**src/design/assert_macros.svh**
```systemverilog
// Assertion helper macros
`ifndef ASSERT_MACROS_SVH
`define ASSERT_MACROS_SVH
`ifndef SYNTHESIS
`define ASSERT_IMPL(label, prop, msg) \
  label: assert property (@(posedge clk) disable iff (rst) prop) else $error(msg);
`define ASSERT_NEVER(label, expr, msg) \
  label: assert property (@(posedge clk) disable iff (rst) !(expr)) else $error(msg);
`else
`define ASSERT_IMPL(label, prop, msg)
`define ASSERT_NEVER(label, expr, msg)
`endif
`endif

```
**src/design/ats_pkg.sv**
```systemverilog
// ----------------------------------------------------------------------------
// ats_pkg: shared types and constants for the alarm table scheduler
// Request layout, result kinds and default sizes.
// ----------------------------------------------------------------------------
package ats_pkg;
  localparam int unsigned AlarmCountDef = 8;
  localparam int unsigned EventBitsDef  = 8;
  localparam int unsigned DelayW        = 31;
  localparam int unsigned TimeW         = 32;
  localparam int unsigned AuxW          = 32;
  localparam int unsigned IdW           = 8;
  localparam int unsigned SignBit       = 31;
  localparam int unsigned QueueDepth    = 2;

  localparam logic       OP_PROGRAM = 1'b0;
  localparam logic       OP_CHECK   = 1'b1;
  localparam logic [1:0] KIND_FIRED = 2'd0;
  localparam logic [1:0] KIND_OK    = 2'd1;
  localparam logic [1:0] KIND_FULL  = 2'd2;

  // classified request passed from front to back
  typedef struct packed {
    logic              check;
    logic              cancel;
    logic [IdW-1:0]    event_id;
    logic              periodic;
    logic [DelayW-1:0] delay_ms;
    logic [AuxW-1:0]   aux_data;
    logic [TimeW-1:0]  now_ms;
  } req_t;

  typedef struct packed {
    logic [1:0]     kind;
    logic [IdW-1:0] event_id;
    logic [AuxW-1:0] aux;
    logic           last;
  } res_t;
endpackage

```
**src/design/alarm_table_scheduler.sv**
```systemverilog
// ----------------------------------------------------------------------------
// alarm_table_scheduler: software-style alarm table
// Accepts program/cancel and check requests; emits status and fired alarms.
// ----------------------------------------------------------------------------
// The back end walks one slot a cycle unless a due alarm waits for the output
// register, and it cannot take a new request before it is through with the last
// one. A two-entry queue holds requests while it walks. Reset (rst, synchronous)
// empties table and queue.
`include "assert_macros.svh"
module alarm_table_scheduler #(
  parameter int unsigned ALARM_COUNT = ats_pkg::AlarmCountDef,
  parameter int unsigned EVENT_BITS  = ats_pkg::EventBitsDef
) (
  input  logic          clk,
  input  logic          rst,
  input  logic          s_tvalid,
  output logic          s_tready,
  // tdata: event_id[7:0], periodic[8], delay_ms[39:9], aux_data[71:40],
  //        now_ms[103:72]
  input  logic [103:0]  s_tdata,
  // tuser: operation
  input  logic          s_tuser,
  output logic          m_tvalid,
  input  logic          m_tready,
  // tdata: fired_event[7:0], fired_aux[39:8]
  output logic [39:0]   m_tdata,
  // tuser: kind
  output logic [1:0]    m_tuser,
  output logic          m_tlast
);
  logic q_valid, q_ready, busy;
  ats_pkg::req_t q_req;
  ats_pkg::res_t res;

  ats_front #(.EVENT_BITS(EVENT_BITS)) u_front (
    .clk, .rst, .in_valid(s_tvalid), .in_ready(s_tready),
    .operation(s_tuser), .event_id(s_tdata[7:0]), .periodic(s_tdata[8]),
    .delay_ms(s_tdata[39:9]), .aux_data(s_tdata[71:40]), .now_ms(s_tdata[103:72]),
    .q_valid, .q_ready, .q_req
  );

  ats_back #(.ALARM_COUNT(ALARM_COUNT)) u_back (
    .clk, .rst, .q_valid, .q_ready, .q_req,
    .res_valid(m_tvalid), .res_ready(m_tready), .res, .busy
  );

  assign m_tdata = {res.aux, res.event_id};
  assign m_tuser = res.kind;
  assign m_tlast = res.last;

  `ASSERT_NEVER(a_status_last, m_tvalid && (m_tuser != ats_pkg::KIND_FIRED) && !m_tlast, "status without last")
  `ASSERT_NEVER(a_bad_kind, m_tvalid && (m_tuser == 2'd3), "invalid kind")
  `ASSERT_IMPL(a_take_when_busy, (q_valid && q_ready) |=> busy, "back end idle after take")
  `ASSERT_NEVER(a_fired_aux, m_tvalid && (m_tuser != ats_pkg::KIND_FIRED) && (res.aux != '0), "status aux")
endmodule

```
**src/design/ats_front.sv**
```systemverilog
// ----------------------------------------------------------------------------
// ats_front: request intake and classification
// Decodes the input request and holds it in a short queue for the back end.
// ----------------------------------------------------------------------------
module ats_front #(
  parameter int unsigned EVENT_BITS = ats_pkg::EventBitsDef
) (
  input  logic                 clk,
  input  logic                 rst,
  input  logic                 in_valid,
  output logic                 in_ready,
  input  logic                 operation,
  input  logic [ats_pkg::IdW-1:0]    event_id,
  input  logic                 periodic,
  input  logic [ats_pkg::DelayW-1:0] delay_ms,
  input  logic [ats_pkg::AuxW-1:0]   aux_data,
  input  logic [ats_pkg::TimeW-1:0]  now_ms,
  output logic                 q_valid,
  input  logic                 q_ready,
  output ats_pkg::req_t        q_req
);
  localparam logic [ats_pkg::IdW-1:0] IdMask =
    ats_pkg::IdW'((9'd1 << EVENT_BITS) - 9'd1);

  ats_pkg::req_t slot0, slot1, cls;
  logic [1:0] fill;

  always_comb begin
    cls.check    = (operation == ats_pkg::OP_CHECK);
    cls.event_id = event_id & IdMask;
    cls.periodic = periodic;
    cls.delay_ms = delay_ms;
    cls.aux_data = aux_data;
    cls.now_ms   = now_ms;
    cls.cancel   = !cls.check && (delay_ms == '0) && !periodic;
  end

  assign in_ready = (fill != 2'd2);
  assign q_valid  = (fill != 2'd0);
  assign q_req    = slot0;

  wire push = in_valid && in_ready;
  wire pop  = q_valid && q_ready;

  always_ff @(posedge clk) begin
    if (rst) begin
      fill <= 2'd0;
    end else begin
      fill <= fill + {1'b0, push} - {1'b0, pop};
    end
    if (pop) begin
      slot0 <= (fill == 2'd2) ? slot1 : cls;
      if (push) slot1 <= cls;
    end else if (push) begin
      if (fill == 2'd0) slot0 <= cls;
      else slot1 <= cls;
    end
  end
endmodule

```
**src/design/ats_back.sv**
```systemverilog
// ----------------------------------------------------------------------------
// ats_back: table sequencer
// Walks the alarm slots one per cycle (a check may stall on output) to program, cancel or check alarms.
// ----------------------------------------------------------------------------
module ats_back #(
  parameter int unsigned ALARM_COUNT = ats_pkg::AlarmCountDef
) (
  input  logic          clk,
  input  logic          rst,
  input  logic          q_valid,
  output logic          q_ready,
  input  ats_pkg::req_t q_req,
  output logic          res_valid,
  input  logic          res_ready,
  output ats_pkg::res_t res,
  output logic          busy
);
  localparam int unsigned IW = (ALARM_COUNT > 1) ? $clog2(ALARM_COUNT) : 1;
  localparam int unsigned CW = $clog2(ALARM_COUNT + 1);

  typedef enum logic [3:0] {
    S_IDLE = 4'b0001, S_SCAN = 4'b0010, S_EMIT = 4'b0100, S_DONE = 4'b1000
  } state_t;

  state_t state;
  ats_pkg::req_t req;
  logic [ALARM_COUNT-1:0] valid;
  logic [ats_pkg::IdW-1:0]    ev_r  [ALARM_COUNT];
  logic [ats_pkg::AuxW-1:0]   aux_r [ALARM_COUNT];
  logic [ats_pkg::TimeW-1:0]  st_r  [ALARM_COUNT];
  logic [ats_pkg::DelayW-1:0] dl_r  [ALARM_COUNT];
  logic [ALARM_COUNT-1:0]     rp_r;
  logic [CW-1:0] idx;
  logic [CW-1:0] free_idx;
  logic          free_ok;
  logic          pend;     // a result held back; a fired one waits to learn if it is the last
  ats_pkg::res_t pend_res;
  logic          out_v;
  ats_pkg::res_t out_r;

  wire [IW-1:0] i = idx[IW-1:0];
  wire [ats_pkg::TimeW-1:0] elapsed = req.now_ms - st_r[i];
  wire due = valid[i] && !elapsed[ats_pkg::SignBit] &&
             ({1'b0, elapsed[ats_pkg::SignBit-1:0]} >= {1'b0, dl_r[i]});
  wire hit = valid[i] && (ev_r[i] == req.event_id);
  wire out_free = !out_v || res_ready;
  wire at_end = (idx == CW'(ALARM_COUNT - 1));
  // output register takes the pending result this cycle
  wire out_load = ((state == S_SCAN) && req.check && due && pend && out_free) ||
                  ((state == S_EMIT) && pend && out_free);

  assign q_ready   = (state == S_IDLE);
  assign res_valid = out_v;
  assign res       = out_r;
  assign busy      = (state != S_IDLE) || out_v;

  always_ff @(posedge clk) begin
    if (rst) begin
      state <= S_IDLE;
      valid <= '0;
      out_v <= 1'b0;
      pend  <= 1'b0;
    end else begin
      if (out_load) out_v <= 1'b1;
      else if (res_ready) out_v <= 1'b0;
      unique case (state)
        S_IDLE: if (q_valid) begin
          req      <= q_req;
          idx      <= '0;
          free_ok  <= 1'b0;
          pend     <= 1'b0;
          state    <= S_SCAN;
        end
        S_SCAN: begin
          if (req.check) begin
            // a due alarm waits until the output register can take the older one
            if (due && pend && !out_free) begin
              state <= S_SCAN;
            end else begin
              if (due) begin
                if (pend) begin
                  out_r <= pend_res;
                end
                pend <= 1'b1;
                pend_res <= '{kind: ats_pkg::KIND_FIRED, event_id: ev_r[i],
                              aux: aux_r[i], last: 1'b0};
                if (rp_r[i]) st_r[i] <= req.now_ms;
                else valid[i] <= 1'b0;
              end
              if (at_end) state <= S_EMIT;
              else idx <= idx + 1'b1;
            end
          end else if (hit) begin
            if (req.cancel) begin
              valid[i] <= 1'b0;
            end else begin
              dl_r[i] <= req.delay_ms;
              st_r[i] <= req.now_ms;
            end
            pend_res <= '{kind: ats_pkg::KIND_OK, event_id: req.event_id,
                          aux: '0, last: 1'b1};
            pend    <= 1'b1;
            free_ok <= 1'b0;
            state   <= S_EMIT;
          end else begin
            if (!valid[i]) begin
              free_ok  <= 1'b1;
              free_idx <= idx;
            end
            if (at_end) begin
              state <= S_DONE;
            end else begin
              idx <= idx + 1'b1;
            end
          end
        end
        S_DONE: begin
          // insert into highest free slot or report full; cancel of an absent id reports ok
          if (req.cancel) begin
            pend_res <= '{kind: ats_pkg::KIND_OK, event_id: req.event_id,
                          aux: '0, last: 1'b1};
          end else if (free_ok || !valid[i]) begin
            if (!valid[i]) free_idx <= idx;
            pend_res <= '{kind: ats_pkg::KIND_OK, event_id: req.event_id,
                          aux: '0, last: 1'b1};
          end else begin
            pend_res <= '{kind: ats_pkg::KIND_FULL, event_id: req.event_id,
                          aux: '0, last: 1'b1};
          end
          pend  <= 1'b1;
          if (!req.cancel && (free_ok || !valid[i])) begin
            idx   <= valid[i] ? free_idx : idx;
            state <= S_EMIT;
            free_ok <= 1'b1;
          end else begin
            free_ok <= 1'b0;
            state <= S_EMIT;
          end
        end
        S_EMIT: begin
          if (free_ok && !req.check) begin
            valid[idx[IW-1:0]] <= 1'b1;
            ev_r[idx[IW-1:0]]  <= req.event_id;
            aux_r[idx[IW-1:0]] <= req.aux_data;
            dl_r[idx[IW-1:0]]  <= req.delay_ms;
            st_r[idx[IW-1:0]]  <= req.now_ms;
            rp_r[idx[IW-1:0]]  <= req.periodic;
            free_ok <= 1'b0;
          end
          if (!pend) begin
            state <= S_IDLE;
          end else if (out_free) begin
            out_r <= '{kind: pend_res.kind, event_id: pend_res.event_id,
                       aux: pend_res.aux, last: 1'b1};
            pend  <= 1'b0;
            state <= S_IDLE;
          end
        end
        default: state <= S_IDLE;
      endcase
    end
  end
endmodule
```
**config.mk**
```make
export PLATFORM = sky130hd
export DESIGN_NAME = alarm_table_scheduler
export DESIGN_NICKNAME = d
export VERILOG_FILES = /design/src/design/ats_pkg.sv /design/src/design/alarm_table_scheduler.sv /design/src/design/ats_front.sv /design/src/design/ats_back.sv
export VERILOG_INCLUDE_DIRS = /design/src /design/src/design
export SDC_FILE = /design/constraint.sdc
export NUM_CORES = 1
export LEC_CHECK = 0
export BUFFER_PORTS_ARGS = -buffer_cell sky130_fd_sc_hd__buf_4
export CAP_MARGIN = 20
export CELL_PAD_IN_SITES_DETAIL_PLACEMENT = 2
export CELL_PAD_IN_SITES_GLOBAL_PLACEMENT = 2
export CORE_UTILIZATION = 34
export DETAILED_ROUTE_END_ITERATION = 8
export HOLD_SLACK_MARGIN = 0.06
export PLACE_DENSITY_LB_ADDON = 0.1
export SYNTH_ARGS = -nofsm -noshare
export SYNTH_HDL_FRONTEND = slang
export SYNTH_SLANG_ARGS = --single-unit
```
**constraint.sdc**
```tcl
create_clock -name clk -period 18.4 [get_ports clk]
set_input_delay 2.76 -clock clk [delete_from_list [all_inputs] [get_ports clk]]
set_output_delay 2.76 -clock clk [all_outputs]
set_load 0.01 [all_outputs]
```
==> reports/results.ini, run 1 <==
[floorplan]
core_mm2 = 0.1421
die_h_um = 381.2
die-area_mm2 = 0.1453
die_x_um = 381.2
pin_count = 154
num_rows = 138
initial_utilization = 0.3440

[placement]
place.gp.congestion = 0.7730
numPortBuffers = 153
post_dp_cell_area_mm2 = 0.05260
dp.cells = 4370
hpwl_um = 71660

[yosys]
syn_area_mm2 = 0.04888
synth_nets = 2546
synth.top_cell.area_share = 0.7649
ys_types = 72
synth_edf_count = 1245
synth_area_leaders = edfxtp_1 76%, mux4_2 8.9%, mux2_2 2.6%, mux2i_1 2.4%, ha_1 1.7%
synth-seq-area-share = 0.7727
postSynthAreaPerCell_um2 = 20.62
yosys.area.top_type = edfxtp_1
synth_seq_cells = 1264
yosys_most_used_dff = edfxtp_1
async_reset_ff_frac = 0
ys_warn_count = 0
synthCells = 2370

[route]
wl_per_cell_um = 26.12
ant_nets = 0
wl_met1_um = 52060
wl_um = 120900
wl_met3_um = 3470
vias_per_cell = 5.008
drtIter0Drc = 1478
drc_errors = 0
vias = 23180
route.met2.wl_um = 63020
routed.top_layer = met5
dr.pass1.iters = 5

[sta]
setup_viol = 0
fin_crit_ps = 8524
slew_headroom = 0.2697
post-route-period-util = 0.4633
worst_slew_pin_slew_ps = 1087
max_freq_mhz = 117.3
drv_slew = 0
hold_viol = 0
rsz0062_at_grt = no
fin_tns_setup_ps = 0
finClkSkew_ps = 28.43

[clocking]
cts_sinks = 1264
worstSkewPairLatency_ps = 750
path_clk_slew_ps = 60
cts_hold_buf = 0
htree_levels = 4
root_buffer = clkbuf_16
cts_resized = 0
cts_tree = done
cts_buffer_depth = 3
postCtsSetupRepairBufs = 0
cts_buffers = 142

[setup_path]
path_buf_inv = 2
regToRegEndpoint = u_back.st_r[3][10]$_DFFE_PP_
start_kind = flop
critPathMaxStageDelay_ps = 790
end_kind = flop
worstPathCellList = buf_12 > mux4_2 > mux2i_1 > ha_1 > a21o_1 > a21o_1 > a2111oi_0 > nor4_1 > nor2_1 > a21oi_1 > a211o_1 > a21oi_1 > xnor2_1 > ha_1 > nand4_1 > or2_2 > or4_1 > a211oi_1 > or4_1 > and4b_1 > nand2_1 > o31a_4 > nor2_4 > buf_4
cp.arrival_ps = 8890
crit_type = flop to flop
worstPathRequired_ps = 18770
r2r_setup_slack_ps = 9880
path_max_fanout = 116
slowest_stage = dfxtp_4
cpLargestDelayFamily = compound AO/OA/AOI/OAI gates
worst-path-stages = 24
r2r_cells = 24

[final_layout]
area_delta_synth_final_pct = 16.71
stdcell_count = 4628
final_nets = 2800
fin_area_mm2 = 0.05704
drive_above_1_share = 0.2761
num_antenna_cells = 0

[status]
status = finished, final reports clean

[power]
power.density_mw_per_mm2 = 154.3
ir_worst_vdd_uv = 104.6
power_leakage_nw = 18.54
power.total_w = 0.008800

[grt]
antenna_found_initial = 2
gr-total-overflow = 0
grt_max_degree = 117
grt_pass1_vias = 26890
grt_first_pass_wirelength_um = 181000
track_usage = 0.1690

[worst_hold_path]
hp-class = flop to flop
hold_end = u_back.req[20]$_DFFE_PP_
hold_path_depth = 0
hold_start = u_front.q_req[20]$_DFFE_PP_

[run]
maxCapViolations = 0

==> how the worst max path moves through the flow <==
stage	from	to	slack [ps]
finish	flop	u_back.st_r[3][10]$_DFFE_PP_	9880
floorplan	rst	u_back.req[0]$_DFFE_PP_	7520
global route	flop	u_back.st_r[7][12]$_DFFE_PP_	9370
CTS	flop	u_back.st_r[3][17]$_DFFE_PP_	9750
detailed placement	flop	u_back.st_r[4][11]$_DFFE_PP_	9810
global placement	flop	u_back.st_r[7][11]$_DFFE_PP_	10040
==> metrics by stage <==
stage                     utilization  worst slack [ps]  hold WS (ps)
after floorplan                     -              7516         400.3
after detailed placement       0.3701              9806         405.6
final                          0.4014              9876         417.0
after CTS                      0.4014              9746         416.8
after global routing           0.4014              9372         419.4
after global placement         0.3700             10040         401.0
==> state kept, by name (all words and copies together) (netlist names), 4 cells and up, named ones only <==
signal and cells:
u_back.free_idx 4, u_back.idx 4, u_back.dl_r 248, u_back.ev_r 64, u_front.q_req 106, u_back.st_r 256, u_back.aux_r 256, u_back.res 43
u_back.req 106, u_back.state 4, u_back.pend_res 43, u_front.slot1 106, u_back.rp_r 8
==> kinds of logic (layout without fill, tap and decap cells) <==
group / count (synthesis) / count (layout) / synth area share
fa+ha+maj: 67 / 67 / 0.01730
xor+xnor: 33 / 33 / 0.005913
compound gates: 184 / 184 / 0.02452
buf+inv: 121 / 489 / 0.01034
flops: 1264 / 1264 / 0.7727
simple gates: 270 / 270 / 0.02713
mux: 431 / 431 / 0.1421
==> routing by layer <==
| metal | vias up | GRT usage |
|---|---|---|
| li1 | 10220 | - |
| met1 | 12450 | 0.2147 |
| met2 | 333 | 0.2987 |
| met3 | 170 | 0.02688 |
| met4 | 2 | 0.04418 |
| met5 | - | 0 |
==> worst register-to-register path, stage by stage, from the launching register on <==
cell	delay, ps
dfxtp_4	790
buf_12	640
mux4_2	480
mux2i_1	220
ha_1	330
a21o_1	190
a21o_1	170
a2111oi_0	670
nor4_1	170
nor2_1	200
a21oi_1	160
a211o_1	320
a21oi_1	200
xnor2_1	90
ha_1	310
nand4_1	90
or2_2	330
or4_1	540
a211oi_1	280
or4_1	160
and4b_1	420
nand2_1	240
o31a_4	490
nor2_4	110
buf_4	530
==> cell type report <==
cell class,instances,area [um2]
clock buffer,181,3795
clock inverter,77,650.6
fill,13310,85060
inverter,30,112.6
multi-input combinational,985,10790
sequential,1264,37780
tap,1890,2365
timing repair buffer,201,1554
==> power breakdown <==
part           internal [W]  switching, W
Sequential          0.00355      0.000219
Clock               0.00156       0.00115
Combinational      0.000975       0.00133
==> cell usage after synthesis, types with 29 or more instances <==
cell type	count
ha_1	66
clkbuf_1	48
mux2_2	112
nor2_1	93
edfxtp_1	1245
mux2i_1	118
a21oi_1	53
buf_1	34
inv_1	29
o21ai_0	39
mux4_2	194
nand2_1	45
==> cell usage in the layout (no fill, tap or decap), types with 16 or more instances in the layout <==
cell       synthesis  layout
a21oi_1           53      53
inv_1             29      29
mux2i_1          118     118
clkinv_2           0      25
xnor2_1           27      27
nor2_1            93      77
clkbuf_16          0     146
o21ai_0           39      39
buf_4              1     198
mux2_2           112     112
clkinv_1           1      29
clkbuf_1          48      34
edfxtp_1        1245    1245
nor3_1            27      25
nand3_1           18      17
dfxtp_1           19      16
nand2_1           45      44
ha_1              66      66
a21o_1            19      18
nor2_4             0      16
mux4_2           194     194
Power figures use the tool's default switching activity.
==> inputs of run 2 (changes only) <==
- clock period: 18.4 -> 7.7 ns (I/O delays scaled with it)
==> run 2 against run 1 <==
  * Clock skew is 3.0 ps lower
  * Critical endpoint is now u_back.st_r[7][12]$_DFFE_PP_
  * Sequential power up 140%
  * First-iteration DRC count decreased by 3.2%
==> reports/results.ini, run 2 (synthesis gave the netlist of run 1 again) <==
[status]
status = finished, final reports clean  ; unchanged

[floorplan]
die_x_um = 381.2  ; unchanged
core_mm2 = 0.1421  ; unchanged
num_rows = 138  ; unchanged
initial_utilization = 0.3440  ; unchanged
die_h_um = 381.2  ; unchanged
die-area_mm2 = 0.1453  ; unchanged
pin_count = 154  ; unchanged

[power]
ir_worst_vdd_uv = 239.9  ; was 104.6 uV
power.density_mw_per_mm2 = 366.9  ; was 154.3 mW/mm2
power_leakage_nw = 18.61  ; was 18.54 nW
power.total_w = 0.02100  ; was 0.008800 W

[placement]
place.gp.congestion = 0.7531  ; was 0.7730
numPortBuffers = 153  ; unchanged
dp.cells = 4378  ; was 4370
post_dp_cell_area_mm2 = 0.05280  ; was 0.05260 mm2
hpwl_um = 71810  ; was 71660 um

[sta]
drv_slew = 0  ; unchanged
worst_slew_pin_slew_ps = 1099  ; was 1087 ps
hold_viol = 0  ; unchanged
rsz0062_at_grt = no  ; unchanged
fin_tns_setup_ps = 0  ; unchanged
max_freq_mhz = 139.7  ; was 117.3 MHz
setup_viol = 0  ; unchanged
fin_crit_ps = 7161  ; was 8524 ps
post-route-period-util = 0.9299  ; was 0.4633
slew_headroom = 0.2675  ; was 0.2697
finClkSkew_ps = 25.38  ; was 28.43 ps

[final_layout]
drive_above_1_share = 0.2781  ; was 0.2761
stdcell_count = 4637  ; was 4628
layout_commonest_cell = edfxtp_1  ; unchanged
nFillCells = 13280  ; was 13310
num_antenna_cells = 0  ; unchanged
fin_area_mm2 = 0.05725  ; was 0.05704 mm2
final_nets = 2810  ; was 2800
area_delta_synth_final_pct = 17.13  ; was 16.71%
mostFrequentLayoutCells = 1245 x edfxtp_1, 195 x buf_4, 194 x mux4_2  ; was 1245 x edfxtp_1, 198 x buf_4, 194 x mux4_2

[clocking]
htree_levels = 4  ; unchanged
cts_buffers = 141  ; was 142
worstSkewPairLatency_ps = 760  ; was 750 ps
cts_hold_buf = 0  ; unchanged
cts_tree = done  ; unchanged
cts_sinks = 1264  ; unchanged
path_clk_slew_ps = 60  ; about the same
cts_buffer_depth = 3  ; unchanged
root_buffer = clkbuf_16  ; unchanged

[grt]
antenna_found_initial = 0  ; was 2
grt_max_degree = 65  ; was 117
track_usage = 0.1678  ; was 0.1690
grt_pass1_vias = 26740  ; was 26890
grt_first_pass_wirelength_um = 178800  ; was 181000 um
gr-total-overflow = 0  ; unchanged

[setup_path]
start_kind = flop  ; unchanged
cp.arrival_ps = 7580  ; was 8890 ps
path_max_fanout = 32  ; was 116
worstPathRequired_ps = 8120  ; was 18770 ps
end_kind = flop  ; unchanged
crit_type = flop to flop  ; unchanged

[route]
ant_nets = 0  ; unchanged
drc_errors = 0  ; unchanged
wl_per_cell_um = 26.08  ; was 26.12 um
drtIter0Drc = 1430  ; was 1478
vias_per_cell = 5.022  ; was 5.008
wl_um = 120900  ; about the same
dr.pass1.iters = 5  ; unchanged
vias = 23290  ; was 23180

[run]
maxCapViolations = 0  ; unchanged

[worst_hold_path]
hp-class = flop to flop  ; unchanged
hold_start = u_front.q_req[23]$_DFFE_PP_  ; was u_front.q_req[20]$_DFFE_PP_

==> run 2: stage by stage <==
| stage | hold WS [ps] | utilization | setup WS (ps) |
|---|---|---|---|
| after floorplan | 400.3 | - | 34.41 |
| after global placement | 401.0 | 0.3716 | 519.3 |
| after detailed placement | 405.6 | 0.3716 | 412.7 |
| after CTS | 418.3 | 0.4023 | 361.2 |
| after global routing | 421.4 | 0.4029 | 36.15 |
| final | 415.7 | 0.4029 | 539.4 |
==> run 2: layer usage <==
| layer | share of wire | GRT usage | vias up |
|---|---|---|---|
| li1 | - | - | 10250 |
| met1 | 0.43 | 0.2106 | 12510 |
| met2 | 0.52 | 0.2959 | 361 |
| met3 | 0.029 | 0.02697 | 177 |
| met4 | 0.025 | 0.05161 | 0 |
| met5 | 0 | 0 | - |
==> run 2: report_power, final <==
part           internal, W  switching (W)
registers          0.00849       0.000450
clock network      0.00364        0.00274
logic              0.00239        0.00329
total               0.0145        0.00647
==> run 2: worst paths after layout <==
kind	to	slack, ps	depth (start not counted)
min reg2reg	u_back.req[23]$_DFFE_PP_	420	0
max reg2reg	u_back.st_r[7][12]$_DFFE_PP_	540	25
max	u_back.st_r[7][12]$_DFFE_PP_	540	25
min	u_back.req[23]$_DFFE_PP_	420	0
==> run 2: cell type report <==
type                    count  area, um2  share of cell area
repair buffers            212       1804             0.03151
clock buffers             183       3811             0.06657
clock inverters            73      556.8            0.009726
flip-flops and latches   1264      37780              0.6599
well taps                1890       2365             0.04131
multi-input cells         985      10820              0.1890
inverters                  30      112.6            0.001967
==> run 2: timing repair <==
item,CTS,global route
setup endpoints to repair,0,267
buffers inserted,0,0
gates resized for setup,0,4
==> run 2: worst max-delay path: stages, from the launching register on <==
cell	delay (ps)
dfxtp_4	420
buf_12	270
mux4_2	550
mux2i_1	220
ha_1	340
a21o_1	190
a21o_1	170
a2111oi_0	450
buf_4	190
nor4_1	60
nor2_1	150
a21oi_2	100
a21o_1	200
a21boi_0	230
xnor2_1	120
ha_1	310
nand3_1	100
or2_2	350
or4_1	520
a211oi_1	240
or4_1	140
and4b_1	330
nand2_1	200
o31a_4	470
nor2_4	140
buf_12	280
